`config.mk`:
```
export PLATFORM = sky130hd
export DESIGN_NAME = qrv_round_sat
export DESIGN_NICKNAME = d
export VERILOG_FILES = /design/src/quaternion_rotate_vector_defines.svh /design/src/qrv_pkg.sv /design/src/qrv_round_sat.sv
export SDC_FILE = /design/constraint.sdc
export NUM_CORES = 1
export LEC_CHECK = 0
export ABC_CLOCK_PERIOD_IN_PS = 2570
export BUFFER_PORTS_ARGS = -buffer_cell sky130_fd_sc_hd__buf_4
export CAP_MARGIN = 5
export CORE_AREA = 2 2 39 41
export DETAILED_ROUTE_END_ITERATION = 10
export DIE_AREA = 0 0 41 43
export PLACE_DENSITY = 0.82
export SLEW_MARGIN = 40
export SYNTH_ARGS = -nofsm -noshare
export SYNTH_HDL_FRONTEND = slang
export SYNTH_SLANG_ARGS = --single-unit
```
`constraint.sdc`:
```
create_clock -name vclk -period 2.57
set_input_delay 0.3855 -clock vclk [all_inputs]
set_output_delay 0.3855 -clock vclk [all_outputs]
set_load 0.02 [all_outputs]
```
`src/quaternion_rotate_vector_defines.svh`:
```
// ---------------------------------------------------------------------------
// quaternion_rotate_vector_defines
// assertion macros used by the quaternion rotation rtl
// ---------------------------------------------------------------------------
`ifndef QUATERNION_ROTATE_VECTOR_DEFINES_SVH
`define QUATERNION_ROTATE_VECTOR_DEFINES_SVH

// same-cycle implication, clocked on clk, off during reset
`define QRV_ASSERT_SAME(label, ante, cons) \
    label: assert property (@(posedge clk) disable iff (!rst_n) (ante) |-> (cons)) \
        else $error("qrv assertion failed");

// next-cycle implication, clocked on clk, off during reset
`define QRV_ASSERT_NEXT(label, ante, cons) \
    label: assert property (@(posedge clk) disable iff (!rst_n) (ante) |=> (cons)) \
        else $error("qrv assertion failed");

`endif

```
`src/qrv_pkg.sv`:
```
// ---------------------------------------------------------------------------
// qrv_pkg
// widths, constants and word types of the quaternion vector rotation
// ---------------------------------------------------------------------------
package qrv_pkg;

    localparam int COMPONENT_WIDTH = 16;
    localparam int FRACTION_BITS   = 14;

    localparam int PROD_W = 2 * COMPONENT_WIDTH;
    localparam int MAT_W  = 2 * COMPONENT_WIDTH + 2;
    localparam int ACC_W  = 3 * COMPONENT_WIDTH + 2;
    localparam int SHIFT  = 2 * FRACTION_BITS;

    localparam logic signed [ACC_W-1:0] ROUND_HALF = ACC_W'(1) << (SHIFT - 1);

    localparam logic signed [COMPONENT_WIDTH-1:0] COMP_MAX =
        {1'b0, {(COMPONENT_WIDTH-1){1'b1}}};
    localparam logic signed [COMPONENT_WIDTH-1:0] COMP_MIN =
        {1'b1, {(COMPONENT_WIDTH-1){1'b0}}};

    typedef struct packed {
        logic signed [COMPONENT_WIDTH-1:0] quat_w;
        logic signed [COMPONENT_WIDTH-1:0] quat_x;
        logic signed [COMPONENT_WIDTH-1:0] quat_y;
        logic signed [COMPONENT_WIDTH-1:0] quat_z;
        logic signed [COMPONENT_WIDTH-1:0] vec_x;
        logic signed [COMPONENT_WIDTH-1:0] vec_y;
        logic signed [COMPONENT_WIDTH-1:0] vec_z;
    } quat_word_t;

    typedef struct packed {
        logic signed [COMPONENT_WIDTH-1:0] rot_x;
        logic signed [COMPONENT_WIDTH-1:0] rot_y;
        logic signed [COMPONENT_WIDTH-1:0] rot_z;
        logic                              saturated;
    } rot_word_t;

endpackage

```
`src/qrv_round_sat.sv`:
```
// ---------------------------------------------------------------------------
// qrv_round_sat
// scales a rounded accumulator down by twice the fraction bits and clips it
// ---------------------------------------------------------------------------
module qrv_round_sat
(
    input  logic signed [qrv_pkg::ACC_W-1:0]           acc,
    output logic signed [qrv_pkg::COMPONENT_WIDTH-1:0] value,
    output logic                                       clip
);

    localparam int TOP_LO = qrv_pkg::SHIFT + qrv_pkg::COMPONENT_WIDTH - 1;

    logic [qrv_pkg::ACC_W-1-TOP_LO:0] top_bits;

    assign top_bits = acc[qrv_pkg::ACC_W-1:TOP_LO];
    assign clip     = !((&top_bits) || !(|top_bits));

    always_comb
    begin
        if (!clip)
        begin
            value = acc[TOP_LO:qrv_pkg::SHIFT];
        end
        else if (acc[qrv_pkg::ACC_W-1])
        begin
            value = qrv_pkg::COMP_MIN;
        end
        else
        begin
            value = qrv_pkg::COMP_MAX;
        end
    end

endmodule
```
# Word level (Yosys, flattened, before mapping)
# Index checks and enable logic that the tools add are counted.
# W data, S select, Z words.
# totals
register_bits	0
latchBits	0
mem_bits_rw	0
rom_bits	0
in_bits	50
output_inout_bits	17
elab_cells	7
mem_count	0
# classes
add_sub_neg	0
multipliers	0
div	0
n_lt_le_gt_ge	0
n_eq_ne	0
shift	0
mux	2
n_bitwise	0
n_reduce_logical	5
# op_table
op	n
$mux W16	2
$reduce_and A7 Y1	1
$reduce_or A7 Y1	1
$logic_not A1 Y1	2
$logic_or A1 B1 Y1	1

# Depth between registers and ports, before layout
# depth
word_depth	4
mapped_depth	5
mapped_depth_nobuf	3

# Worst setup path after synthesis
# OpenSTA, ideal clock, no wires.
# synth_timing
path_type	input port to output port
from	input port acc[47] (netlist name)
to	output port value[10] (netlist name)
arrival_ns	1.297
required_time_ns	2.184
path_slack_ns	0.888
stages	5
n_path_buf	2
cell_sequence	and4_1 buf_4 buf_6 nand4_1 a2bb2oi_1
# synth_between
elab_chain_len	4
elab_cells_between_ends	5
cone_classes	mux (1); reduce/logical (4)
# synth_rtl
item	line	rtl
start, declared	qrv_round_sat.sv:7	input logic signed [qrv_pkg::ACC_W-1:0] acc,
$reduce_or A7 Y1	qrv_round_sat.sv:17	assign clip = !((&top_bits) || !(|top_bits));
$logic_not A1 Y1	qrv_round_sat.sv:17	
$logic_or A1 B1 Y1 (*)	qrv_round_sat.sv:17	
$mux W16 (*)	qrv_round_sat.sv:21	if (!clip)
end, declared	qrv_round_sat.sv:8	output logic signed [qrv_pkg::COMPONENT_WIDTH-1:0] value,
# Mark *: on every way between the ends. The rest lies on a longest branch, timed or not.

# Final worst setup path
# layout_timing
from	input port acc[47] (netlist name)
to	output port value[2] (netlist name)
# The elaborated chain is that of the path after synthesis.

==> reports/summary.md <==
Count of filler cells inserted in the layout: 138. Measured along the y axis, the die boundary spans 43 um. For the sequential group share of total power, the log shows 0. The signal arrival time at the worst endpoint came out at 1.52 ns.

Synthesis instantiated 12 different standard cells from the library. After synthesis, the cell types taking the most area are a2bb2oi_1 (33%), nand4_1 (29%), a2bb2oi_2 (8.7%). Synthesis handed over a netlist of 46 instances. The proportion of layout cells with a drive suffix above 1 came out at 0.573.

The synthesized netlist occupies a cell area of 345 um2. Including well taps, the total number of placed cells is 91. Counting every net in the synthesized netlist gives 96.

For this design, the CTS-stage hold fixing added 0 buffers. For this run, the top clock speed supported by timing is 525 MHz. The worst-case IR drop observed on VDD is 66.7 uV. The count of buffers added on input and output ports is 39. Wires add up to 1230 um. The final critical-path share of the clock period is 0.741, and the number of warning messages in the yosys log is 0. The critical path goes through buf_4, and4_1, nand4_1, a2bb2oi_1, buf_4. The DRC violation total after the first TritonRoute iteration was 5.

The count of nets left with antenna violations once routing finished came out at 0. The sequential cells in the finished layout cover a total of 0 um2. Summing over every cut layer, the via total after detailed routing is 522.

The length of the first detailed-routing pass in iterations is 4. The share of the yosys chip area belonging to registers came out at 0. Setup repair after global routing left no endpoint under its margin.

The first global-routing pass estimated 1970 um of wire. Gates resized during post-CTS repair numbered 0. The combinational fraction of design power is 1.000. Once placement finished, the instance area stood at 596 um2. The most common cell in the synthesized netlist is nand4_1. The die covers 1760 um2. The I/O pin total is 67. The tools report the count of antenna diodes in the layout as 0. Routability-driven placement finished with a final weighted congestion of 0.621.

Buffers plus inverters on the worst setup path: 2. Most frequent cell on the critical path: buf_4. Dividing the detail-routed via count by the number of cells gives 5.74. The all-layer global routing usage is 0.149. By count the netlist is led by nand4_1 (16), a2bb2oi_1 (13), buf_2 (5). The tools report the number of pins with negative max-slew slack in the final report as 0. The routed wire length per instance is 13.6 um.

The worst setup path is captured at an output port. The slowest stage of the critical path is the and4_1 cell. The synthesized area per cell is 7.51 um2, and the maximum fanout along the worst path is 16. The tools report the headroom to the max-slew limit as 0.661. After clock tree synthesis, the setup repair step added 0 buffers.

The tools report the number of violations of the max-capacitance limit as 0. The run finished with clean final reports. The worst hold path class was in -> out.

The run gives 0 as the number of clock buffers in the layout. The setup total negative slack was 0 ns. Across all hold checks on the routed design, the worst slack comes to 1.12 ns. The initial cell density of the core is 0.250.

The die is 41 um wide. The switching power as a share of total power is 0.495. For this run, the post-layout net count is 127. The kind of launch point of the worst setup path was a primary input. The utilization of the core after routing came out at 0.430. Data on the critical path is required at its endpoint by 2.18 ns.

The total chip power was 0.102 mW; the core area was 1380 um2. The actual transition at the worst max-transition pin was 0.509 ns. The initialized floorplan defines 14 standard-cell rows.

Of all cell types, the one taking the most synthesized area is a2bb2oi_1. For this design the total switching power over the nets is 0.0507 mW. Power density over the cells: 172 nW/um2. The cell class contributing the biggest share of worst-path delay was simple AND/OR/NAND/NOR gates. Fraction of post-synthesis cell area in the top cell type by area: 0.330.

The internal portion of the total power is 0.0518 mW. The worst setup margin came out at 0.667 ns. After layout, the minimum clock period comes to 1.90 ns.

Setup violations remaining at the end of the flow were counted as 0. Entering global routing, the biggest net connects 19 pins. Start-to-end type of the worst setup path: in -> out.

The design has 0 sequential cells. The via count of the first global-routing pass is 456, and the leakage power is 0.259 nW. The layout overhead on the synthesized area came out at 72.5%. Excluding fillers, the count of instances in the completed layout stands at 91.

The run gives 0.648 ns as the setup slack at placement. The finished cells cover 596 um2. Count of endpoints failing hold in the final timing report: 0. The number of antenna violations at the first check in global routing came out at 0. The residual DRC count is 0, and the stage delay of the slowest cell on the critical path is 0.52 ns. The portion of total power attributed to the clock network came out at 0. After global routing the overflow that remains totals 0.
==> power by group through the flow <==
| stage | Combinational (mW) | Sequential, mW | Clock, mW |
|---|---|---|---|
| final | 0.102 | 0 | 0 |
| after global routing | 0.110 | 0 | 0 |
| after CTS | 0.103 | 0 | 0 |
| after detailed placement | 0.103 | 0 | 0 |
| after global placement | 0.101 | 0 | 0 |
| after floorplan | 0.0520 | 0 | 0 |
==> layer usage <==
layer | global-route usage | vias to the layer above | share of wire
met4 | 0 | 0 | 0
met3 | 0.0105 | 0 | 0.096
met2 | 0.250 | 33 | 0.50
li1 | - | 254 | -
met5 | 0 | - | 0
met1 | 0.212 | 235 | 0.40
==> path summary, 6_finish.rpt <==
check,from,endpoint,slack (ns),cells after the start
worst max-delay path,acc[47],value[2],0.67,5
worst min-delay path,acc[34],value[6],1.12,3
==> cell type report <==
| class | instances | area, um2 | share of cell area |
|---|---|---|---|
| timing repair buffer | 39 | 293 | 0.492 |
| multi-input combinational | 36 | 283 | 0.475 |
| tap | 16 | 20.0 | 0.0336 |
==> logic make-up after synthesis <==
logic type / synth area share
buf+inv: 0.181
compound gates: 0.438
simple gates: 0.380
==> placed cells by master (no fill, tap or decap) <==
cell type,Yosys,layout
o21a_1,1,1
and4_1,1,1
nand4_1,16,16
nor2_1,1,1
buf_4,1,39
nor4_2,1,1
a2bb2oi_1,13,13
nand2_2,1,1
a2bb2oi_2,2,2
Note: power is estimated with default switching activity, not from simulation.
